### src/rtl/assert_macros.svh
// ----------------------------------------------------------------------------
// Assertion macros
// Shared concurrent-assertion shorthands for the escape-time block.
// ----------------------------------------------------------------------------
`ifndef ASSERT_MACROS_SVH
`define ASSERT_MACROS_SVH

// Same-cycle implication, disabled while in reset
`define ASSERT_IMPLIES(label, clk, rst, ante, cons, msg) \
   label: assert property (@(posedge clk) disable iff (rst) (ante) |-> (cons)) \
      else $error(msg);

// Next-cycle implication, disabled while in reset
`define ASSERT_NEXT(label, clk, rst, ante, cons, msg) \
   label: assert property (@(posedge clk) disable iff (rst) (ante) |=> (cons)) \
      else $error(msg);

`endif

### src/rtl/mbet_pkg.sv
// ----------------------------------------------------------------------------
// mbet_pkg
// Types, constants and helpers of the Mandelbrot escape-time block.
// ----------------------------------------------------------------------------
package mbet_pkg;

   // Fixed-point and field widths
   localparam int COORD_BITS     = 32;
   localparam int FRAC_BITS      = 28;
   localparam int PIXEL_BITS     = 12;
   localparam int DIM_BITS       = 13;
   localparam int ITER_BITS      = 11;
   localparam int ZOOM_BITS      = 31;
   localparam int CSR_ADDR_BITS  = 3;
   localparam int CSR_DATA_BITS  = 32;
   localparam int MAX_ITER_LIMIT = 1024;

   // Signed span * unsigned pixel, exact
   localparam int PROD_BITS      = COORD_BITS + PIXEL_BITS + 1;
   localparam int WIDE_BITS      = 2 * COORD_BITS;

   // Shared divider: numerator is a coordinate magnitude shifted up by the fraction
   localparam int DIV_NUM_BITS   = COORD_BITS + FRAC_BITS;
   localparam int DIV_STEP_BITS  = $clog2(DIV_NUM_BITS);

   // Point queue between front and back
   localparam int FIFO_DEPTH     = 2;
   localparam int FIFO_PTR_BITS  = $clog2(FIFO_DEPTH);
   localparam int FIFO_CNT_BITS  = $clog2(FIFO_DEPTH + 1);

   typedef logic signed [COORD_BITS-1:0] coord_type;

   localparam coord_type COORD_MAX = {1'b0, {(COORD_BITS-1){1'b1}}};
   localparam coord_type COORD_MIN = {1'b1, {(COORD_BITS-1){1'b0}}};

   // |z|^2 escape bound: 4.0 in Q8.56
   localparam logic [WIDE_BITS:0] ESCAPE_BOUND = (WIDE_BITS+1)'(4) << (2 * FRAC_BITS);

   typedef struct packed {
      coord_type cx;
      coord_type cy;
   } point_type;

   typedef struct packed {
      logic [DIM_BITS-1:0]  image_width;
      logic [DIM_BITS-1:0]  image_height;
      logic [ITER_BITS-1:0] max_iterations;
      logic [ZOOM_BITS-1:0] zoom;
      coord_type            scale_x;
      coord_type            scale_y;
      coord_type            offset_x;
      coord_type            offset_y;
   } cfg_type;

   localparam cfg_type CFG_RESET = '{
      image_width:    DIM_BITS'(640),
      image_height:   DIM_BITS'(480),
      max_iterations: ITER_BITS'(256),
      zoom:           ZOOM_BITS'(32'h1000_0000),
      scale_x:        32'sh3000_0000,
      scale_y:        32'sh2000_0000,
      offset_x:       32'shE000_0000,
      offset_y:       32'shF000_0000
   };

   typedef enum logic [CSR_ADDR_BITS-1:0] {
      CSR_IMAGE_WIDTH    = 3'd0,
      CSR_IMAGE_HEIGHT   = 3'd1,
      CSR_MAX_ITERATIONS = 3'd2,
      CSR_ZOOM           = 3'd3,
      CSR_SCALE_X        = 3'd4,
      CSR_SCALE_Y        = 3'd5,
      CSR_OFFSET_X       = 3'd6,
      CSR_OFFSET_Y       = 3'd7
   } csr_index_type;

   typedef enum logic [2:0] {
      FR_IDLE,
      FR_PROD,
      FR_START1,
      FR_DIV1,
      FR_START2,
      FR_DIV2,
      FR_PUSH
   } front_state_type;

   typedef enum logic [1:0] {
      BK_IDLE,
      BK_MUL,
      BK_UPD,
      BK_DONE
   } back_state_type;

   // Saturate a wide signed value to Q4.28
   function automatic coord_type sat_coord(input logic signed [WIDE_BITS-1:0] v);
      logic fits;
      fits = (v[WIDE_BITS-1:COORD_BITS-1] == '0) || (v[WIDE_BITS-1:COORD_BITS-1] == '1);
      if (fits) begin
         return v[COORD_BITS-1:0];
      end else if (v[WIDE_BITS-1]) begin
         return COORD_MIN;
      end else begin
         return COORD_MAX;
      end
   endfunction

endpackage

### src/rtl/mbet_div.sv
// ----------------------------------------------------------------------------
// mbet_div
// Restoring unsigned divider, one quotient bit per cycle.
// ----------------------------------------------------------------------------
`include "assert_macros.svh"

module mbet_div (
   input  logic                               clock,
   input  logic                               reset,
   input  logic                               start,
   input  logic [mbet_pkg::DIV_NUM_BITS-1:0]  num,
   input  logic [mbet_pkg::ZOOM_BITS-1:0]     den,
   output logic                               done,
   output logic [mbet_pkg::DIV_NUM_BITS-1:0]  quot
);
   import mbet_pkg::*;

   logic                     busy_ff, busy_in;
   logic                     done_ff, done_in;
   logic [DIV_STEP_BITS-1:0] step_ff, step_in;
   logic [ZOOM_BITS-1:0]     rem_ff, rem_in;
   logic [ZOOM_BITS-1:0]     den_ff, den_in;
   logic [DIV_NUM_BITS-1:0]  quo_ff, quo_in;
   logic [ZOOM_BITS:0]       trial;
   logic [ZOOM_BITS:0]       diff;

   // One shift-subtract step; quo_ff shifts numerator out and quotient in
   always_comb begin
      trial   = {rem_ff, quo_ff[DIV_NUM_BITS-1]};
      diff    = trial - {1'b0, den_ff};
      busy_in = busy_ff;
      done_in = 1'b0;
      step_in = step_ff;
      rem_in  = rem_ff;
      den_in  = den_ff;
      quo_in  = quo_ff;
      if (start) begin
         busy_in = 1'b1;
         step_in = '0;
         rem_in  = '0;
         den_in  = den;
         quo_in  = num;
      end else if (busy_ff) begin
         if (trial >= {1'b0, den_ff}) begin
            rem_in = diff[ZOOM_BITS-1:0];
            quo_in = {quo_ff[DIV_NUM_BITS-2:0], 1'b1};
         end else begin
            rem_in = trial[ZOOM_BITS-1:0];
            quo_in = {quo_ff[DIV_NUM_BITS-2:0], 1'b0};
         end
         step_in = step_ff + 1'b1;
         if (step_ff == DIV_STEP_BITS'(DIV_NUM_BITS - 1)) begin
            busy_in = 1'b0;
            done_in = 1'b1;
         end
      end
   end

   always_ff @(posedge clock) begin
      if (reset) begin
         busy_ff <= 1'b0;
         done_ff <= 1'b0;
      end else begin
         busy_ff <= busy_in;
         done_ff <= done_in;
      end
      step_ff <= step_in;
      rem_ff  <= rem_in;
      den_ff  <= den_in;
      quo_ff  <= quo_in;
   end

   assign done = done_ff;
   assign quot = quo_ff;

   // The front must never restart a division in flight
   `ASSERT_IMPLIES(a_no_start_busy, clock, reset, start, !busy_ff, "divider restarted while busy")

endmodule

### src/rtl/mbet_front.sv
// ----------------------------------------------------------------------------
// mbet_front
// Accepts a pixel and maps it to the point c through two divisions per axis.
// ----------------------------------------------------------------------------
module mbet_front (
   input  logic                             clock,
   input  logic                             reset,
   input  mbet_pkg::cfg_type                cfg,
   input  logic                             req_valid,
   output logic                             req_ready,
   input  logic [mbet_pkg::PIXEL_BITS-1:0]  req_pixel_x,
   input  logic [mbet_pkg::PIXEL_BITS-1:0]  req_pixel_y,
   output logic                             push,
   output mbet_pkg::point_type              push_data,
   input  logic                             full
);
   import mbet_pkg::*;

   front_state_type                state_ff, state_in;
   logic                           axis_ff, axis_in;
   logic [PIXEL_BITS-1:0]          px_ff, px_in;
   logic [PIXEL_BITS-1:0]          py_ff, py_in;
   logic signed [PROD_BITS-1:0]    prod_ff, prod_in;
   coord_type                      s_ff, s_in;
   coord_type                      cx_ff, cx_in;
   coord_type                      cy_ff, cy_in;

   coord_type                      span;
   coord_type                      off;
   logic [DIM_BITS-1:0]            dim;
   logic [PIXEL_BITS-1:0]          pix;
   logic signed [PIXEL_BITS:0]     pix_s;
   logic [PROD_BITS-1:0]           prod_abs;
   logic signed [PROD_BITS-1:0]    t_val;
   logic [COORD_BITS-1:0]          s_mag;
   logic signed [WIDE_BITS-1:0]    q_wide;
   coord_type                      coord;

   logic                           div_start;
   logic [DIV_NUM_BITS-1:0]        div_num;
   logic [ZOOM_BITS-1:0]           div_den;
   logic                           div_done;
   logic [DIV_NUM_BITS-1:0]        div_quot;

   mbet_div u_div (
      .clock (clock),
      .reset (reset),
      .start (div_start),
      .num   (div_num),
      .den   (div_den),
      .done  (div_done),
      .quot  (div_quot)
   );

   // Per-axis operand selection and datapath
   always_comb begin
      span     = axis_ff ? cfg.scale_y      : cfg.scale_x;
      off      = axis_ff ? cfg.offset_y     : cfg.offset_x;
      dim      = axis_ff ? cfg.image_height : cfg.image_width;
      pix      = axis_ff ? py_ff            : px_ff;
      pix_s    = $signed({1'b0, pix});
      prod_abs = prod_ff[PROD_BITS-1] ? -prod_ff : prod_ff;
      // quotient of the span term fits the product width
      t_val    = prod_ff[PROD_BITS-1] ? -$signed(div_quot[PROD_BITS-1:0])
                                      :  $signed(div_quot[PROD_BITS-1:0]);
      s_mag    = s_ff[COORD_BITS-1] ? -s_ff : s_ff;
      q_wide   = s_ff[COORD_BITS-1] ? -$signed(WIDE_BITS'(div_quot))
                                    :  $signed(WIDE_BITS'(div_quot));
      coord    = sat_coord(q_wide);
   end

   // Divider requests: span term, then zoom division
   always_comb begin
      div_start = 1'b0;
      div_num   = '0;
      div_den   = ZOOM_BITS'(1);
      if (state_ff == FR_START1) begin
         div_start = 1'b1;
         // zero dimension leaves only the offset
         if (dim != '0) begin
            div_num = DIV_NUM_BITS'(prod_abs);
            div_den = ZOOM_BITS'(dim);
         end
      end else if (state_ff == FR_START2) begin
         div_start = 1'b1;
         div_num   = {s_mag, {FRAC_BITS{1'b0}}};
         // zero zoom acts as the smallest step
         if (cfg.zoom != '0) begin
            div_den = cfg.zoom;
         end
      end
   end

   // Sequencer
   always_comb begin
      state_in  = state_ff;
      axis_in   = axis_ff;
      px_in     = px_ff;
      py_in     = py_ff;
      prod_in   = prod_ff;
      s_in      = s_ff;
      cx_in     = cx_ff;
      cy_in     = cy_ff;
      req_ready = 1'b0;
      push      = 1'b0;
      unique case (state_ff)
         FR_IDLE: begin
            req_ready = 1'b1;
            if (req_valid) begin
               px_in    = req_pixel_x;
               py_in    = req_pixel_y;
               axis_in  = 1'b0;
               state_in = FR_PROD;
            end
         end
         FR_PROD: begin
            prod_in  = PROD_BITS'(span) * PROD_BITS'(pix_s);
            state_in = FR_START1;
         end
         FR_START1: begin
            state_in = FR_DIV1;
         end
         FR_DIV1: begin
            if (div_done) begin
               s_in     = sat_coord(WIDE_BITS'(t_val) + WIDE_BITS'(off));
               state_in = FR_START2;
            end
         end
         FR_START2: begin
            state_in = FR_DIV2;
         end
         FR_DIV2: begin
            if (div_done) begin
               if (axis_ff) begin
                  cy_in    = coord;
                  state_in = FR_PUSH;
               end else begin
                  cx_in    = coord;
                  axis_in  = 1'b1;
                  state_in = FR_PROD;
               end
            end
         end
         FR_PUSH: begin
            if (!full) begin
               push     = 1'b1;
               state_in = FR_IDLE;
            end
         end
         default: begin
            state_in = FR_IDLE;
         end
      endcase
   end

   always_ff @(posedge clock) begin
      if (reset) begin
         state_ff <= FR_IDLE;
      end else begin
         state_ff <= state_in;
      end
      axis_ff <= axis_in;
      px_ff   <= px_in;
      py_ff   <= py_in;
      prod_ff <= prod_in;
      s_ff    <= s_in;
      cx_ff   <= cx_in;
      cy_ff   <= cy_in;
   end

   assign push_data = '{cx: cx_ff, cy: cy_ff};

endmodule

### config.mk
export PLATFORM = sky130hd
export DESIGN_NAME = mbet_front
export DESIGN_NICKNAME = d
export VERILOG_FILES = /design/src/rtl/mbet_pkg.sv /design/src/rtl/mbet_div.sv /design/src/rtl/mbet_front.sv
export VERILOG_INCLUDE_DIRS = /design/src /design/src/rtl
export SDC_FILE = /design/constraint.sdc
export NUM_CORES = 2
export LEC_CHECK = 0
export BUFFER_PORTS_ARGS = -buffer_cell sky130_fd_sc_hd__buf_2
export CORE_ASPECT_RATIO = 2
export CORE_MARGIN = 4
export CORE_UTILIZATION = 67
export DETAILED_ROUTE_END_ITERATION = 8
export PLACE_DENSITY_LB_ADDON = 0.1
export RECOVER_POWER = 50
export SLEW_MARGIN = 20
export SYNTH_ARGS = -nofsm -noshare
export SYNTH_HDL_FRONTEND = slang
export SYNTH_SLANG_ARGS = --single-unit
export TNS_END_PERCENT = 50
### constraint.sdc
create_clock -name clock -period 17.65 [get_ports clock]
set_input_delay 5.295 -clock clock [delete_from_list [all_inputs] [get_ports clock]]
set_output_delay 5.295 -clock clock [all_outputs]
set_load 0.005 [all_outputs]
### Word-level counts from Yosys, hierarchy flattened

Cells that the tools add are included.

| operators by class | value |
|---|---|
| $add $sub $neg | 7 |
| multipliers | 1 |
| order comparisons | 1 |
| eq/ne operators | 13 |
| mux-type cells | 41 |
| bitwise logic cells | 2 |
| reduce and logical (&&, ||, !) cells | 16 |

Operator list:

| kind | count |
|---|---|
| $mux 60 | 4 |
| $mux 32 | 7 |
| $mux 45 | 3 |
| $mux 31 | 4 |
| $neg 45->45 | 2 |
| $eq 33x33->1 const B | 2 |
| $logic_not 33->1 | 2 |
| $mux 64 | 1 |
| $neg 60->64 | 1 |
| $add 45x32->46 | 1 |
| $mul 32x13->45 | 1 |
| $ge 32x31->1 | 1 |
| $neg 32->32 | 1 |
| $reduce_bool 31->1 | 1 |
| $sub 31x31->31 | 1 |
| $mux 13 | 2 |
| $pmux 3 s7 | 1 |
| $mux 3 | 5 |
| $reduce_bool 13->1 | 1 |
| $mux 1 | 12 |
| $mux 12 | 1 |
| $eq 3x3->1 const B | 3 |
| $reduce_and 3->1 | 3 |
| $add 6x1->6 const B | 1 |
| other kinds (13) | 20 |

| word-level totals | value |
|---|---|
| flip-flop bits (word level) | 299 |
| input port bits | 224 |
| output and inout port bits | 66 |
| logic and storage cells | 95 |

### Longest topological paths before layout

| logic depth | value |
|---|---|
| word-level depth | 6 |
| gate-level depth with buffers | 27 |
| depth with buffers taken out | 24 |

### Hierarchy

Synthesis repeated with hierarchy kept, for this count alone.

| second synthesis, totals | value |
|---|---|
| cells, all modules | 3,732 |
| area, all modules | 34,189.0 um2 |

Modules (own cells, without submodules):

| module | instances | cells each | area each (um2) | seq. area each (um2) |
|---|---|---|---|---|
| mbet_front | 1 | 3,089 | 27,068.5 | 5,044.8 |
| mbet_div | 1 | 643 | 7,120.6 | 3,513.4 |

### Least setup slack after synthesis

OpenSTA, ideal clock, no wires.

| timing path | value |
|---|---|
| kind | in2reg |
| from | in cfg[70] (netlist name) |
| to | reg prod_ff[42] (data pin) |
| setup time | 0.137 ns |
| arrival | 11.074 ns |
| required time | 17.513 ns |
| setup slack | 6.439 ns |
| stages on the path | 23 |
| path buffers | 0 |
| path through | mux2i_1 > nor2_1 > fa_1 > inv_1 > fa_1 > inv_1 > fa_1 > fa_1 > inv_1 > fa_1 > inv_1 > ha_1 > o21a_1 > o21ai_0 > or3_1 > a21oi_1 > o31ai_1 > a31oi_1 > a31oi_1 > o21ai_0 > a221o_1 > or4_1 > nand4_1 |

| on the way | value |
|---|---|
| longest elaborated chain between the ends | 2 |

Ends and longest elaborated chain:

| item | line | source |
|---|---|---|
| from (decl) | mbet_front.sv:8 | `input mbet_pkg::cfg_type cfg,` |
| $mux 32 | mbet_front.sv:57 | `span = axis_ff ? cfg.scale_y : cfg.scale_x;` |
| $mul 32x13->45 | mbet_front.sv:117 | `prod_in = PROD_BITS'(span) * PROD_BITS'(pix_s);` |
| to (signal assigned) | mbet_front.sv:165 | `prod_ff <= prod_in;` |
| to (decl) | mbet_front.sv:23 | `logic signed [PROD_BITS-1:0] prod_ff, prod_in;` |

No other way between the ends.
A chain may end at the register's enable or synchronous reset.

### Worst setup path in the final report

| timing path | value |
|---|---|
| from | in cfg[68] (netlist name) |
| to | reg prod_ff[42] (data pin) |

Same word-level chain as after synthesis.

==> out/results.ini <==
[run_status]
status = finished with violations
violations = max-capacitance violations, max-slew violations

[cts]
worstSkewPairLatency_ns = 0.60
ctsLongestPathBuffers = 3
clkSinkCount = 299
tritoncts = built
numCtsBuffers = 29
htree_levels = 1
post_cts_buffers = 0
root_buffer = clkbuf_16
cts_hold_buf = 0
clk_pin_slew_ns = 0.07
cts_resized = 0

[critical_path]
worstReg2RegStart = axis_ff
crit_required_ns = 18.11
crit_fanout = 7
critPathKind = input pin to register
slowest_stage = mux2i_1
crit_chain = buf_2 -> mux2i_1 -> nor2_1 -> fa_1 -> inv_1 -> fa_1 -> inv_1 -> fa_1 -> fa_1 -> inv_1 -> fa_1 -> inv_1 -> ha_1 -> a21o_1 -> a21oi_1 -> nor2_1 -> o31ai_1 -> a31oi_1 -> a31oi_1 -> o21ai_0 -> a221o_1 -> or4_1 -> nand4_1
r2r_setup_slack_ns = 8.35
worst_setup_path_end_kind = register
worst_path_most_repeated_cell = fa_1
worstPathArrival_ns = 12.43
reg2reg_to = prod_ff[42]
max_stage_delay_ns = 0.73
reg2reg_depth = 24
startpoint = cfg[68]
worst_setup_path_start_kind = input pin

[synthesis]
synth_nets = 4454
synth_ff_type = edfxtp_1
syn_area_sq_um = 33700
synthArstFlopShare = 0
synth_seq_area_share = 0.254
synth-edff-count = 257
synth_cells = 3711
syn_area_per_cell_sq_um = 9.07
ys_ff_latch = 299
synth_cell_types = 85
synth_top_area_frac = 0.229
ys_top_cells_by_area = edfxtp_1 23%, fa_1 20%, ha_1 6.7%, inv_1 5.9%, nand2_1 4.9%
yosys_warnings = 0
synth_top_area_cell = edfxtp_1

[sta]
final-max-slew-violation-count = 360
worstMarginPinSlew_ns = 3.87
finalSetupViolCount = 0
finalSetupTns_ns = 0
maxSlewHeadroom = -1.58
fin_crit_sh = 0.678
rsz0062_at_grt = false
final.setup_skew_ns = 0.0183
hold_viol = 0
fin_crit_ns = 11.97
max_freq_mhz = 83.5

[floorplan]
start_util = 0.674
rows = 116
fp.dieW_um = 166
die-area_sq_um = 54100
coreArea_sq_um = 49900
dieHeight_um = 325
io_pins = 290

[routing]
drc = 0
routed_wl_um = 103000
vias = 28646
drt_iter0_drc = 2117
wl_per_cell_um = 22.7
final_antenna_net_count = 0
viasPerCell = 6.28
firstDrtPassIters = 6

[grt]
grt_pass1_vias = 30435
grt_use_total = 0.375
antenna_found_initial = 3
grt_max_degree = 102
grt-ovfl-total = 0
grt_pass1_wl_um = 160000

[min_path]
hold_path_class = register to register
min_path_cells = 2
whs_endpoint = u_div.rem_ff[28]
hp-start = u_div.rem_ff[28]

[final_layout]
nets = 4627
layout-drive-gt1-share = 0.126
nFillCells = 3772
areaGrowthSynthToFinish_pct = 8.30

[placed_design]
port_buffers = 278
hpwl_um = 83000
place_congestion = 1.04

[run]
drv_cap = 8

==> placed cells by master (no fill, tap or decap), types with 124 or more instances in the layout <==
cell,count
inv_1,532
nand2_1,441
fa_1,340
nor2_1,293
buf_2,278
edfxtp_1,257
a21oi_1,192
ha_1,179
o21ai_0,173
xor2_1,149
xnor2_1,124
==> layout make-up <==
class,instances,area [sq um],share of cell area
multi-input combinational,2715,22500,0.617
sequential,299,8560,0.235
inverter,532,2000,0.0548
timing repair buffer,307,1590,0.0435
tap,649,812,0.0223
clock buffer,33,741,0.0203
clock inverter,20,239,0.00656
antenna,4,10.0,0.000275
==> cells in the mapped netlist (all sizes together) (7+ instances only) <==
cell type and count:
mux2i 67, or3 41, and2 26, o21a 14
o21bai 20, o221ai 17, xor2 149, o41ai 21
inv 532, nand3 37, edfxtp 257, nor2 293
a41oi 7, clkbuf 139, nor4b 7, ha 179
nor3 50, a31oi 19, a21o 64, xnor2 124
o21ai 207, buf 26, nand2 441, nor4 35
a21oi 194, nor2b 14, or2 12, and3 19
o31ai 36, dfxtp 42, or4 29, o211ai 10
nand4 31, a211oi 17, mux2 73, nand2b 32
fa 340
==> state kept, by name (all words and copies together), names as in the netlist, 3 cells and up <==
name / flops
py_ff: 12
state_ff: 3
cx_ff: 32
u_div.rem_ff: 31
u_div.den_ff: 31
px_ff: 12
u_div.quot: 60
s_ff: 32
prod_ff: 45
u_div.step_ff: 6
cy_ff: 32
==> metrics by stage <==
stage,setup WS (ns),util,instances,area [sq um],hold slack [ns]
final,5.68,0.730,4559,36500,0.519
after global placement,5.24,0.711,4502,35500,0.488
after global routing,5.37,0.730,4558,36500,0.531
after detailed placement,5.17,0.711,4502,35500,0.506
after floorplan,6.44,-,3711,33700,0.466
after CTS,5.76,0.731,4555,36500,0.512
==> cells by family (layout without fill, tap and decap cells) <==
group	Yosys count	count (layout)	synth area share
and+or+nand+nor	1097	1097	0.151
buffers and inverters	697	892	0.0797
AOI/OAI and AO/OA	686	686	0.131
adders and majority gates	519	519	0.269
DFF	299	299	0.254
xor gates and xnor gates	273	273	0.0710
muxes	140	140	0.0443
other	0	4	0
==> critical path: cells and delay by family <==
family                     cells  cell delay [ns]
AOI/OAI and AO/OA              7             2.34
adders and majority gates      6             2.97
and+or+nand+nor                4             0.78
buffers and inverters          5             0.32
muxes                          1             0.73
==> worst max-delay path by stage <==
stage                        endpoint  slack (ns)  cells after the start
final                     prod_ff[42]        5.68                     23
after global routing      prod_ff[42]        5.37                     23
after CTS                 prod_ff[42]        5.76                     23
after detailed placement  prod_ff[42]        5.17                     23
after global placement    prod_ff[42]        5.24                     23
after floorplan           prod_ff[42]        6.44                     23
==> metal layers <==
metal / part of all wire / track usage / vias to the layer above / wire length, um
met3: 0.064 / 0.0581 / 489 / 6640
met1: 0.31 / 0.357 / 13948 / 31800
met2: 0.52 / 0.683 / 1371 / 53300
li1: - / - / 12838 / -
met5: 0 / 0 / - / 0
met4: 0.11 / 0.336 / 0 / 11700
Power is left out: the tool's default activity adds up to more than one toggle a clock period on the data nets, which glitch-free logic cannot reach.
