$ cat src/rtl/assert_macros.svh
// ----------------------------------------------------------------------------
// Assertion macros
// Shared concurrent-assertion shorthands for the escape-time block.
// ----------------------------------------------------------------------------
`ifndef ASSERT_MACROS_SVH
`define ASSERT_MACROS_SVH

// Same-cycle implication, disabled while in reset
`define ASSERT_IMPLIES(label, clk, rst, ante, cons, msg) \
   label: assert property (@(posedge clk) disable iff (rst) (ante) |-> (cons)) \
      else $error(msg);

// Next-cycle implication, disabled while in reset
`define ASSERT_NEXT(label, clk, rst, ante, cons, msg) \
   label: assert property (@(posedge clk) disable iff (rst) (ante) |=> (cons)) \
      else $error(msg);

`endif

$ cat src/rtl/mbet_pkg.sv
// ----------------------------------------------------------------------------
// mbet_pkg
// Types, constants and helpers of the Mandelbrot escape-time block.
// ----------------------------------------------------------------------------
package mbet_pkg;

   // Fixed-point and field widths
   localparam int COORD_BITS     = 32;
   localparam int FRAC_BITS      = 28;
   localparam int PIXEL_BITS     = 12;
   localparam int DIM_BITS       = 13;
   localparam int ITER_BITS      = 11;
   localparam int ZOOM_BITS      = 31;
   localparam int CSR_ADDR_BITS  = 3;
   localparam int CSR_DATA_BITS  = 32;
   localparam int MAX_ITER_LIMIT = 1024;

   // Signed span * unsigned pixel, exact
   localparam int PROD_BITS      = COORD_BITS + PIXEL_BITS + 1;
   localparam int WIDE_BITS      = 2 * COORD_BITS;

   // Shared divider: numerator is a coordinate magnitude shifted up by the fraction
   localparam int DIV_NUM_BITS   = COORD_BITS + FRAC_BITS;
   localparam int DIV_STEP_BITS  = $clog2(DIV_NUM_BITS);

   // Point queue between front and back
   localparam int FIFO_DEPTH     = 2;
   localparam int FIFO_PTR_BITS  = $clog2(FIFO_DEPTH);
   localparam int FIFO_CNT_BITS  = $clog2(FIFO_DEPTH + 1);

   typedef logic signed [COORD_BITS-1:0] coord_type;

   localparam coord_type COORD_MAX = {1'b0, {(COORD_BITS-1){1'b1}}};
   localparam coord_type COORD_MIN = {1'b1, {(COORD_BITS-1){1'b0}}};

   // |z|^2 escape bound: 4.0 in Q8.56
   localparam logic [WIDE_BITS:0] ESCAPE_BOUND = (WIDE_BITS+1)'(4) << (2 * FRAC_BITS);

   typedef struct packed {
      coord_type cx;
      coord_type cy;
   } point_type;

   typedef struct packed {
      logic [DIM_BITS-1:0]  image_width;
      logic [DIM_BITS-1:0]  image_height;
      logic [ITER_BITS-1:0] max_iterations;
      logic [ZOOM_BITS-1:0] zoom;
      coord_type            scale_x;
      coord_type            scale_y;
      coord_type            offset_x;
      coord_type            offset_y;
   } cfg_type;

   localparam cfg_type CFG_RESET = '{
      image_width:    DIM_BITS'(640),
      image_height:   DIM_BITS'(480),
      max_iterations: ITER_BITS'(256),
      zoom:           ZOOM_BITS'(32'h1000_0000),
      scale_x:        32'sh3000_0000,
      scale_y:        32'sh2000_0000,
      offset_x:       32'shE000_0000,
      offset_y:       32'shF000_0000
   };

   typedef enum logic [CSR_ADDR_BITS-1:0] {
      CSR_IMAGE_WIDTH    = 3'd0,
      CSR_IMAGE_HEIGHT   = 3'd1,
      CSR_MAX_ITERATIONS = 3'd2,
      CSR_ZOOM           = 3'd3,
      CSR_SCALE_X        = 3'd4,
      CSR_SCALE_Y        = 3'd5,
      CSR_OFFSET_X       = 3'd6,
      CSR_OFFSET_Y       = 3'd7
   } csr_index_type;

   typedef enum logic [2:0] {
      FR_IDLE,
      FR_PROD,
      FR_START1,
      FR_DIV1,
      FR_START2,
      FR_DIV2,
      FR_PUSH
   } front_state_type;

   typedef enum logic [1:0] {
      BK_IDLE,
      BK_MUL,
      BK_UPD,
      BK_DONE
   } back_state_type;

   // Saturate a wide signed value to Q4.28
   function automatic coord_type sat_coord(input logic signed [WIDE_BITS-1:0] v);
      logic fits;
      fits = (v[WIDE_BITS-1:COORD_BITS-1] == '0) || (v[WIDE_BITS-1:COORD_BITS-1] == '1);
      if (fits) begin
         return v[COORD_BITS-1:0];
      end else if (v[WIDE_BITS-1]) begin
         return COORD_MIN;
      end else begin
         return COORD_MAX;
      end
   endfunction

endpackage

$ cat src/rtl/mbet_fifo.sv
// ----------------------------------------------------------------------------
// mbet_fifo
// Short point queue between the mapping front and the iteration back.
// ----------------------------------------------------------------------------
`include "assert_macros.svh"

module mbet_fifo (
   input  logic                clock,
   input  logic                reset,
   input  logic                push,
   input  mbet_pkg::point_type push_data,
   output logic                full,
   input  logic                pop,
   output mbet_pkg::point_type pop_data,
   output logic                empty
);
   import mbet_pkg::*;

   point_type                mem_ff [FIFO_DEPTH];
   logic [FIFO_PTR_BITS-1:0] wr_ptr_ff, wr_ptr_in;
   logic [FIFO_PTR_BITS-1:0] rd_ptr_ff, rd_ptr_in;
   logic [FIFO_CNT_BITS-1:0] count_ff, count_in;

   // Pointer and fill tracking
   always_comb begin
      wr_ptr_in = wr_ptr_ff;
      rd_ptr_in = rd_ptr_ff;
      count_in  = count_ff;
      if (push) begin
         wr_ptr_in = wr_ptr_ff + 1'b1;
      end
      if (pop) begin
         rd_ptr_in = rd_ptr_ff + 1'b1;
      end
      if (push && !pop) begin
         count_in = count_ff + 1'b1;
      end else if (pop && !push) begin
         count_in = count_ff - 1'b1;
      end
   end

   always_ff @(posedge clock) begin
      if (reset) begin
         wr_ptr_ff <= '0;
         rd_ptr_ff <= '0;
         count_ff  <= '0;
      end else begin
         wr_ptr_ff <= wr_ptr_in;
         rd_ptr_ff <= rd_ptr_in;
         count_ff  <= count_in;
      end
   end

   // Entry storage
   always_ff @(posedge clock) begin
      if (push) begin
         mem_ff[wr_ptr_ff] <= push_data;
      end
   end

   assign pop_data = mem_ff[rd_ptr_ff];
   assign full     = (count_ff == FIFO_CNT_BITS'(FIFO_DEPTH));
   assign empty    = (count_ff == '0);

   `ASSERT_IMPLIES(a_no_push_full, clock, reset, push, !full, "push into full queue")
   `ASSERT_NEXT(a_fill_grows, clock, reset, push && !pop, count_ff == $past(count_ff) + 1'b1, "queue fill lost a push")

endmodule

$ cat config.mk
export PLATFORM = sky130hd
export DESIGN_NAME = mbet_fifo
export DESIGN_NICKNAME = d
export VERILOG_FILES = /design/src/rtl/mbet_pkg.sv /design/src/rtl/mbet_fifo.sv
export VERILOG_INCLUDE_DIRS = /design/src /design/src/rtl
export SDC_FILE = /design/constraint.sdc
export NUM_CORES = 1
export LEC_CHECK = 0
export BUFFER_PORTS_ARGS = -buffer_cell sky130_fd_sc_hd__buf_2
export CORE_MARGIN = 1.5
export CORE_UTILIZATION = 56
export DETAILED_ROUTE_END_ITERATION = 10
export PLACE_DENSITY = 0.95
export SLEW_MARGIN = 25
export SYNTH_ARGS = -nofsm -noshare
export SYNTH_HDL_FRONTEND = slang
export SYNTH_SLANG_ARGS = --single-unit
$ cat constraint.sdc
create_clock -name clock -period 11.7 [get_ports clock]
set_clock_uncertainty 0.1 [all_clocks]
set_input_delay 1.755 -clock clock [delete_from_list [all_inputs] [get_ports clock]]
set_output_delay 1.755 -clock clock [all_outputs]
set_load 0.02 [all_outputs]
After elaboration in Yosys (flattened, before gate mapping)

Memory sizes are Yosys's and may differ from the RTL's. A register that Yosys moved wholly into a read port is not among the register bits.
Cells that the tools add are included.

Bits in registers: 4
Bits in writable memories: 128
Input bits: 68
Output and inout bits: 66
Logic and storage cells: 21
Memories: 1

Memory list:

| memory | words | width | read ports | clocked after memory_dff | write ports | RTL line        | text |
|---|---|---|---|---|---|---|---|
| mem_ff | 2     | 64    | 1          | 1                        | 1           | mbet_fifo.sv:19 | `point_type mem_ff [FIFO_DEPTH];` |

$add $sub $neg: 4
Equal/unequal tests: 1
Multiplexer cells: 6
Reduce and logical (&&, ||, !) cells: 6

Operator list:

| kind                                                               | count |
|---|---|
| 1-bit two-way mux                                                  | 4 |
| 2-bit two-way mux                                                  | 2 |
| 1-bit adder, second input constant                                 | 2 |
| 2-bit by 1-bit adder with 2-bit output, second input constant      | 1 |
| 2-bit == test, second input constant                               | 1 |
| 1-bit logical AND                                                  | 2 |
| 1-bit zero test                                                    | 2 |
| 2-bit zero test                                                    | 1 |
| 2-bit nonzero test                                                 | 1 |
| 2-bit by 1-bit subtractor with 2-bit output, second input constant | 1 |

Longest topological paths before layout

Gate-level depths: netlist (run 1).

Depth in word-level cells: 4
Depth in mapped cells: 5
Gate-level depth less buffers: 5

Least setup slack after synthesis (run 1)

Ideal clock, no wire load.

Kind: input-to-reg
From: input push
To: memory mem_ff[0][0] (netlist bit), enable pin
Library setup time: 494 ps
Data arrival time: 4,569 ps
Data required time: 11,106 ps
Slack: 6,537 ps
Cell stages on the path: 1
Path buffers: 0
Cell sequence: nor2b_1

Cells in the longest elaborated chain, start to end: 2

Ends and longest elaborated chain:

| item                                    | RTL line        | text |
|---|---|---|
| start, declared                         | mbet_fifo.sv:10 | `input logic push,` |
| 1-bit two-way mux                       | mbet_fifo.sv:56 | `if (push) begin` |
| 1-bit two-way mux (implied by the code) | mbet_fifo.sv:57 | `mem_ff[wr_ptr_ff] <= push_data;` |
| end, declared                           | mbet_fifo.sv:19 |  |

No other way between the ends.

==> results of run 1 <==
-- path summary, 6_finish.rpt --
path                                 from             to  slack, ns  cells past startpoint
worst max register to register  wr_ptr_ff  mem_ff[1][48]       9.59                      2
worst min register to register  rd_ptr_ff      rd_ptr_ff       0.43                      2
worst min-delay path            rd_ptr_ff      rd_ptr_ff       0.43                      2
worst max-delay path                 flop    pop_data[0]       7.77                      3
-- worst register-to-register path, delay by kind of cell (launching register included) --
kind | cells | cell delay (ns)
buffers and inverters | 1 | 0.52
flip-flops | 1 | 0.40
AND/OR/NAND/NOR | 1 | 0.72
-- report_power, final --
part           internal [mW]  switching (mW)  total, mW  leakage [nW]
Clock                  0.322           0.183      0.505         0.260
Sequential             0.556         0.00739      0.563          1.24
Combinational         0.0531          0.0790      0.132         0.837
Total                  0.931           0.270       1.20          2.34
-- cells in the final DEF (no fill, tap or decap), types with 2 or more instances in the layout --
cell and n:
edfxtp_1 128, buf_4 3, buf_2 133, clkinv_4 2, clkinv_1 2, xor2_1 2
clkbuf_16 16, xnor2_1 2, dfxtp_1 4, bufinv_16 3, clkinvlp_4 6, mux2_2 64
nor2_1 5
-- metrics by stage --
| stage | area (sq um) | util (%) |
|---|---|---|
| detailed placement | 5600 | 67.5 |
| CTS | 6180 | 74.5 |
| floorplan | 4850 | - |
| finish | 6180 | 74.5 |
| global placement | 5600 | 67.5 |
| global route | 6180 | 74.5 |
-- flip-flops by register name, indices dropped and copies added, names as in the netlist, named ones only --
| signal | flops |
|---|---|
| count_ff | 2 |
| mem_ff | 128 |
| rd_ptr_ff | 1 |
| wr_ptr_ff | 1 |
-- metal layers --
metal  vias up  track usage, %  share of wire, %
met5         -               0                 0
met4         0            6.99               1.0
met3        11            6.87               6.5
met2       108            30.2                51
met1      1222            21.5                42
li1       1166               -                 -
-- kinds of logic after synthesis --
group           share of synthesized area [%]
flops                                    81.4
buf+inv                                  1.63
mux                                      14.9
fa+ha+maj                               0.258
simple gates                            0.955
xor+xnor                                0.723
compound gates                          0.206
-- final cells by class --
class	instances	area, sq um	area share (%)
timing repair buffer	136	688	11.1
clock inverter	13	160	2.59
sequential	133	3950	63.8
inverter	1	3.75	0.0607
tap	105	131	2.13
multi-input combinational	80	833	13.5
clock buffer	18	418	6.76
==> flow_metrics.py, run 1 <==
metrics = {
    "die": {
        "die_height_um": 96.0,
        "dieWidth_um": 96.0,
        "placement_rows": 33,
        "ios": 134,
        "die_area_sq_mm": 0.00922,
        "initial_utilization_pct": 58.4,
        "core-area_sq_mm": 0.00830,
    },
    "cts": {
        "clk_latency_ns": 0.50,
        "root_buffer": "clkbuf_8",
        "cts_hold_buffers": 0,
        "cts_resized": 0,
        "cts_max_level": 4,
        "cts_buffer_depth": 2,
        "post_cts_buffers": 0,
        "numCtsBuffers": 17,
        "cts.clk_slew.worst_paths_ns": 0.05,
        "cts_tree": "built",
        "cts_num_sinks": 133,
    },
    "critical_path": {
        "crit_path_end_kind": "output pin",
        "critPathLaunchType": "flop",
        "critical_path_class": "reg -> out",
        "cp_top_family": "buffers and inverters",
        "cp_max_fo": 64,
        "cp_data_required_time_ns": 9.85,
        "crit_slowest_cell": "buf_4",
        "path_cells": "buf_4 > mux2_2 > buf_2",
        "arrival_ns": 2.08,
        "critPathBufInv": 2,
        "crit_path_max_incr_delay_ns": 0.62,
    },
    "pwr": {
        "vdd_drop_max_v": 0.000112,
        "p_per_area_mw_per_mm2": 194,
        "p_total_mw": 1.20,
        "total_leakage_power_nw": 2.34,
    },
    "sta": {
        "maxSlewHeadroom_pct": 40.7,
        "setup_viol": 0,
        "max_clock_freq_mhz": 254,
        "rsz0062_at_grt": "no",
        "tns_ns": 0,
        "drv_slew": 0,
        "worst_pin_slew_ns": 0.888,
        "finalHoldViolCount": 0,
        "fin_ws_ns": 7.77,
        "min_period_ns": 3.93,
        "finalCritPeriodShare_pct": 33.6,
        "fin_hold_ws_ns": 0.430,
    },
    "synthesis": {
        "ys_async_sr_fraction_pct": 0,
        "ys_types": 16,
        "synth_top_area_cell": "edfxtp_1",
        "syn_area_per_cell_sq_um": 21.9,
        "yosysTopAreaCellShare_pct": 79.3,
        "yosys_warnings": 0,
        "yosys_register_bits": 133,
        "synth-edff-count": 128,
        "synthesis.instances": 221,
        "yosys-top-cells-area": "edfxtp_1, mux2_2, dfxtp_1",
        "synthTopCellsByCount": "edfxtp_1, mux2_2, buf_6",
        "seq_area_frac_synth_pct": 81.4,
        "synth.cell_area_sq_mm": 0.00485,
        "synthesis.nets": 290,
        "synth_ff_type": "edfxtp_1",
        "yosysMostFrequentCell": "edfxtp_1",
    },
    "global_route": {
        "overflow": 0,
        "grt_pass1_wl_um": 11900,
        "antenna_found_initial": 0,
        "grt_pass1_vias": 2569,
        "track_usage_pct": 18.2,
        "grt_max_degree": 65,
    },
    "placed_design": {
        "dp_hpwl_um": 5150,
        "post-place-ws_ns": 8.01,
        "place_congestion": 0.703,
        "numPortBuffers": 133,
        "dp.cells": 455,
    },
    "route": {
        "viasPerCell": 5.16,
        "totalWireLength_um": 8060,
        "drtAntennaViolNets": 0,
        "via_count": 2507,
        "drc": 0,
        "first_pass_iters": 4,
        "wl_per_cell_um": 16.6,
        "drtIter0Drc": 131,
    },
    "final_layout": {
        "final_nets": 438,
        "nFillCells": 492,
        "diodes": 0,
        "syn2layout_area_growth_pct": 27.5,
        "drive_gt1_share_pct": 60.9,
        "stdcell_count": 486,
    },
    "min_path": {
        "min_path_type": "reg -> reg",
    },
    "run": {
        "maxCapViolations": 0,
    },
    "run_status": {
        "status": "finished, final reports clean",
    },
}
Note: power is estimated with default switching activity, not from simulation.
==> run 2: changes to the inputs <==
--- a/config.mk
+++ b/config.mk
@@ -8,9 +8,9 @@
 export LEC_CHECK = 0
 export BUFFER_PORTS_ARGS = -buffer_cell sky130_fd_sc_hd__buf_2
 export CORE_MARGIN = 1.5
-export CORE_UTILIZATION = 56
+export CORE_UTILIZATION = 47
 export DETAILED_ROUTE_END_ITERATION = 10
-export PLACE_DENSITY = 0.95
+export PLACE_DENSITY = 0.86
 export SLEW_MARGIN = 25
 export SYNTH_ARGS = -nofsm -noshare
 export SYNTH_HDL_FRONTEND = slang
==> constraint.sdc (replaced) <==
create_clock -name clock -period 3.4 [get_ports clock]
set_clock_uncertainty 0.1 [all_clocks]
set_input_delay 0.51 -clock clock [delete_from_list [all_inputs] [get_ports clock]]
set_output_delay 0.51 -clock clock [all_outputs]
set_load 0.02 [all_outputs]
==> run 2 against run 1 <==
Non-clock buffer count grew 2. Sequential share of layout area shrank 0.22 points. Hold slack lost 0.34 ns. First-iteration DRC count shrank 42%. Largest power group unchanged.
==> flow_metrics.py, run 2 (synthesized netlist as in run 1, its figures left out) <==
metrics = {
    "critical_path": {
        "critical_path_class": "reg -> out",
        "reg2reg_depth": 2,
        "critPathLaunchType": "flop",
        "cp-endpoint": "pop_data[59]",
        "crit_path_end_kind": "output pin",
        "arrival_ns": 2.15,
        "worstReg2RegStart": "wr_ptr_ff",
        "cp_max_fo": 23,
        "worstReg2RegEnd": "mem_ff[1][51]",
        "worst-r2r-setup-slack_ns": 1.57,
        "cp_data_required_time_ns": 2.79,
    },
    "cts": {
        "cts_num_sinks": 133,
        "cts_max_level": 4,
        "root_buffer": "clkbuf_8",
        "cts_tree": "built",
        "cts_resized": 0,
        "cts_hold_buffers": 0,
        "clk_latency_ns": 0.50,
        "numCtsBuffers": 17,
        "cts.clk_slew.worst_paths_ns": 0.06,
        "cts_buffer_depth": 2,
        "post_cts_buffers": 0,
    },
    "run_status": {
        "status": "finished, final reports clean",
    },
    "global_route": {
        "grt_pass1_wl_um": 12800,
        "track_usage_pct": 15.7,
        "grt_pass1_vias": 2660,
        "grt_max_degree": 38,
        "antenna_found_initial": 0,
        "overflow": 0,
    },
    "run": {
        "maxCapViolations": 0,
    },
    "route": {
        "first_pass_iters": 5,
        "drc": 0,
        "viasPerCell": 4.88,
        "drtIter0Drc": 76,
        "totalWireLength_um": 8120,
        "via_count": 2525,
        "drtAntennaViolNets": 0,
        "wl_per_cell_um": 15.7,
    },
    "final_layout": {
        "top_register": "mem_ff",
        "stdcell_count": 517,
        "final_common_cell": "buf_2",
        "largest_reg_flops": 128,
        "drive_gt1_share_pct": 60.4,
        "diodes": 0,
        "syn2layout_area_growth_pct": 27.9,
        "reg_top3": "mem_ff: 128 flops, count_ff: 2 flops",
        "final_nets": 440,
        "final_cell_mix": "buf_2, edfxtp_1, mux2_2",
    },
    "pwr": {
        "vdd_drop_max_v": 0.000366,
        "p_total_mw": 4.03,
        "total_leakage_power_nw": 2.35,
        "p_per_area_mw_per_mm2": 650,
    },
    "placed_design": {
        "numPortBuffers": 133,
        "place_congestion": 0.683,
        "dp_hpwl_um": 5250,
        "dp.cells": 485,
        "post-place-ws_ns": 1.12,
    },
    "sta": {
        "max_clock_freq_mhz": 362,
        "setup_viol": 0,
        "drv_slew": 0,
        "fin_hold_ws_ns": 0.0919,
        "min_period_ns": 2.76,
        "rsz0062_at_grt": "no",
        "fin_ws_ns": 0.639,
        "maxSlewHeadroom_pct": 52.2,
        "finalHoldViolCount": 0,
        "worst_pin_slew_ns": 0.718,
        "finalCritPeriodShare_pct": 81.2,
        "tns_ns": 0,
    },
    "die": {
        "die_height_um": 105,
        "dieWidth_um": 105,
        "placement_rows": 36,
        "die_area_sq_mm": 0.0109,
        "initial_utilization_pct": 48.9,
        "core-area_sq_mm": 0.00991,
        "ios": 134,
    },
    "min_path": {
        "min_path_type": "in -> reg",
    },
}
==> run 2: changes by cell type in the layout (fill, tap and decap cells not counted) <==
cell | before | now
buf_4 | 3 | 4
clkinv_2 | 0 | 5
clkinv_4 | 2 | 0
buf_12 | 0 | 1
clkinv_1 | 2 | 4
bufinv_16 | 3 | 2
clkinvlp_4 | 6 | 2
clkbuf_1 | 1 | 2
==> run 2: worst max-delay path: stages (launching register included) <==
cell,delay (ns)
dfxtp_2,0.69
buf_4,0.40
mux2_2,0.39
buf_2,0.16
==> run 2: per-layer routing <==
| metal | share of wire, % | vias to the layer above | GRT usage [%] |
|---|---|---|---|
| li1 | - | 1176 | - |
| met1 | 40 | 1247 | 17.2 |
| met2 | 53 | 93 | 27.2 |
| met3 | 5.7 | 9 | 4.74 |
| met4 | 1.2 | 0 | 8.73 |
| met5 | 0 | - | 0 |
==> run 2: metrics by stage <==
stage                     utilization [%]  cell area (sq um)
after floorplan                         -               4850
after global placement               57.2               5660
after detailed placement             57.2               5660
after CTS                            62.6               6200
after global routing                 62.6               6200
final                                62.6               6200
==> run 2: area by class of cell <==
cell class / instances / area, sq um
Clock buffer: 19 / 422
Clock inverter: 13 / 115
Fill cell: 712 / 3710
Inverter: 1 / 3.75
Multi-Input combinational cell: 80 / 833
Sequential cell: 133 / 3950
Tap cell: 133 / 166
Timing Repair Buffer: 138 / 716
==> run 2: power breakdown <==
group	internal, mW	leakage [nW]	switching (mW)	total [mW]
clock network	1.02	0.261	0.609	1.63
logic	0.187	0.850	0.263	0.450
registers	1.91	1.24	0.0357	1.95
total	3.12	2.35	0.907	4.03
==> run 2: worst min path at each step <==
stage / to / cells past startpoint / startpoint / slack, ns
5_1_grt: mem_ff[0][46] / 1 / push_data[46] / 0.07
4_1_cts: mem_ff[1][2] / 1 / push_data[2] / 0.07
3_5_place_dp: rd_ptr_ff / 2 / rd_ptr_ff / 0.42
6_report: mem_ff[1][2] / 1 / push_data[2] / 0.09
2_1_floorplan: count_ff[1] / 2 / count_ff[1] / 0.36
3_3_place_gp: count_ff[1] / 2 / count_ff[1] / 0.38
==> run 3: changes to the inputs <==
--- a/config.mk
+++ b/config.mk
@@ -8,9 +8,9 @@
 export LEC_CHECK = 0
 export BUFFER_PORTS_ARGS = -buffer_cell sky130_fd_sc_hd__buf_2
 export CORE_MARGIN = 1.5
-export CORE_UTILIZATION = 47
+export CORE_UTILIZATION = 52
 export DETAILED_ROUTE_END_ITERATION = 10
-export PLACE_DENSITY = 0.86
+export PLACE_DENSITY = 0.89
 export SLEW_MARGIN = 25
 export SYNTH_ARGS = -nofsm -noshare
 export SYNTH_HDL_FRONTEND = slang
==> constraint.sdc (replaced) <==
create_clock -name clock -period 2.6 [get_ports clock]
set_clock_uncertainty 0.1 [all_clocks]
set_input_delay 0.39 -clock clock [delete_from_list [all_inputs] [get_ports clock]]
set_output_delay 0.39 -clock clock [all_outputs]
set_load 0.02 [all_outputs]
==> run 3 against run 2 <==
Sequential cell count is the same. Power grew 35%. Cell count grew 8.5%. Die area shrank 9.4%. Wire length grew 17%. Combinational power grew 54%. Sequential share of layout area shrank 6.2 points. Global-route usage grew 4.6 points. Critical path type unchanged. Largest power group unchanged.
==> flow_metrics.py, run 3 (synthesized netlist as in run 1, its figures left out) <==
metrics = {
    "run_status": {
        "status": "finished, final reports clean",
    },
    "critical_path": {
        "crit_path_max_incr_delay_ns": 0.41,
        "critPathLaunchType": "flop",
        "path_cells": "buf_4 > mux2_2 > buf_2",
        "cp_max_fo": 31,
        "reg2reg_depth": 2,
        "worstReg2RegStart": "wr_ptr_ff",
        "cp-endpoint": "pop_data[47]",
        "crit_slowest_cell": "mux2_2",
        "arrival_ns": 1.77,
        "critical_path_class": "reg -> out",
        "worstReg2RegEnd": "mem_ff[0][53]",
        "crit_path_end_kind": "output pin",
        "worst-r2r-setup-slack_ns": 1.15,
        "cp_top_family": "buffers and inverters",
        "cp.depth": 3,
        "cp_data_required_time_ns": 2.11,
        "critPathBufInv": 2,
    },
    "cts": {
        "clk_latency_ns": 0.49,
        "cts_resized": 0,
        "cts_tree": "built",
        "cts_buffer_depth": 2,
        "post_cts_buffers": 0,
        "numCtsBuffers": 17,
        "cts_num_sinks": 133,
        "cts.clk_slew.worst_paths_ns": 0.06,
        "cts_hold_buffers": 65,
        "cts_max_level": 4,
        "root_buffer": "clkbuf_8",
    },
    "placed_design": {
        "dp.cells": 464,
        "dp_hpwl_um": 5280,
        "post-place-ws_ns": 0.833,
        "place_congestion": 0.716,
        "place_area_sq_mm": 0.00566,
        "numPortBuffers": 133,
    },
    "final_layout": {
        "final_common_cell": "buf_2",
        "nFillCells": 513,
        "stdcell_area_sq_mm": 0.00687,
        "final_nets": 506,
        "syn2layout_area_growth_pct": 41.7,
        "reg_top3": "mem_ff: 128 flops, count_ff: 2 flops",
        "diodes": 0,
        "finalCoreUtilization_pct": 75.0,
        "drive_gt1_share_pct": 52.9,
        "stdcell_count": 561,
        "top_register": "mem_ff",
        "largest_reg_flops": 128,
        "final_cell_mix": "buf_2, edfxtp_1, dlygate4sd3_1",
    },
    "die": {
        "die_height_um": 99.5,
        "core-area_sq_mm": 0.00915,
        "dieWidth_um": 99.5,
        "placement_rows": 35,
        "ios": 134,
        "die_area_sq_mm": 0.00991,
        "initial_utilization_pct": 53.0,
    },
    "route": {
        "totalWireLength_um": 9460,
        "drtIter0Drc": 100,
        "first_pass_iters": 6,
        "viasPerCell": 4.95,
        "via_count": 2775,
        "drc": 0,
        "drtAntennaViolNets": 0,
        "wl_per_cell_um": 16.9,
    },
    "sta": {
        "finalCritPeriodShare_pct": 87.0,
        "setup_viol": 0,
        "drv_slew": 0,
        "worst_pin_slew_ns": 0.467,
        "finalHoldViolCount": 0,
        "min_period_ns": 2.26,
        "maxSlewHeadroom_pct": 68.8,
        "max_clock_freq_mhz": 442,
        "fin_ws_ns": 0.337,
        "fin_hold_ws_ns": 0.112,
        "rsz0062_at_grt": "no",
        "tns_ns": 0,
    },
    "global_route": {
        "grt_pass1_vias": 2974,
        "grt_pass1_wl_um": 14600,
        "antenna_found_initial": 0,
        "overflow": 0,
        "grt_max_degree": 34,
        "track_usage_pct": 20.3,
    },
    "run": {
        "maxCapViolations": 0,
    },
    "pwr": {
        "vdd_drop_max_v": 0.000555,
        "total_leakage_power_nw": 2.65,
        "p_total_mw": 5.44,
        "p_per_area_mw_per_mm2": 792,
    },
    "min_path": {
        "hp-start": "push",
        "min_path_type": "in -> reg",
        "hold_depth": 3,
    },
}
## run 3: cell type report
class,count,area (sq um),area share [%]
flip-flops and latches,133,3950,57.5
repair buffers,204,1390,20.2
multi-input cells,80,833,12.1
clock buffers,17,414,6.03
clock inverters,15,145,2.11
well taps,111,139,2.02
inverters,1,3.75,0.0547
## run 3: power by group
part	total (mW)	switching [mW]	internal [mW]
combinational	0.693	0.380	0.314
clock	2.21	0.921	1.29
sequential	2.53	0.0353	2.50
## run 3: worst min-delay path by stage
stage,endpoint,slack [ns]
global placement,count_ff[1],0.38
floorplan,count_ff[1],0.36
CTS,wr_ptr_ff,0.08
finish,wr_ptr_ff,0.11
detailed placement,count_ff[1],0.41
global route,wr_ptr_ff,0.12
## run 3: tightest hold or removal path, delay by kind of cell
kind                      cells  cell delay, ns
xor gates and xnor gates      1            0.08
buffers and inverters         1            0.14
and+or+nand+nor               1            0.07
## run 3: metal layers
metal  GRT usage (%)  vias to the layer above  share of wire [%]
li1                -                     1304                  -
met1            21.4                     1363                 38
met2            36.9                       95                 56
met3            6.47                       13                5.1
met4            8.99                        0                1.5
met5               0                        -                  0
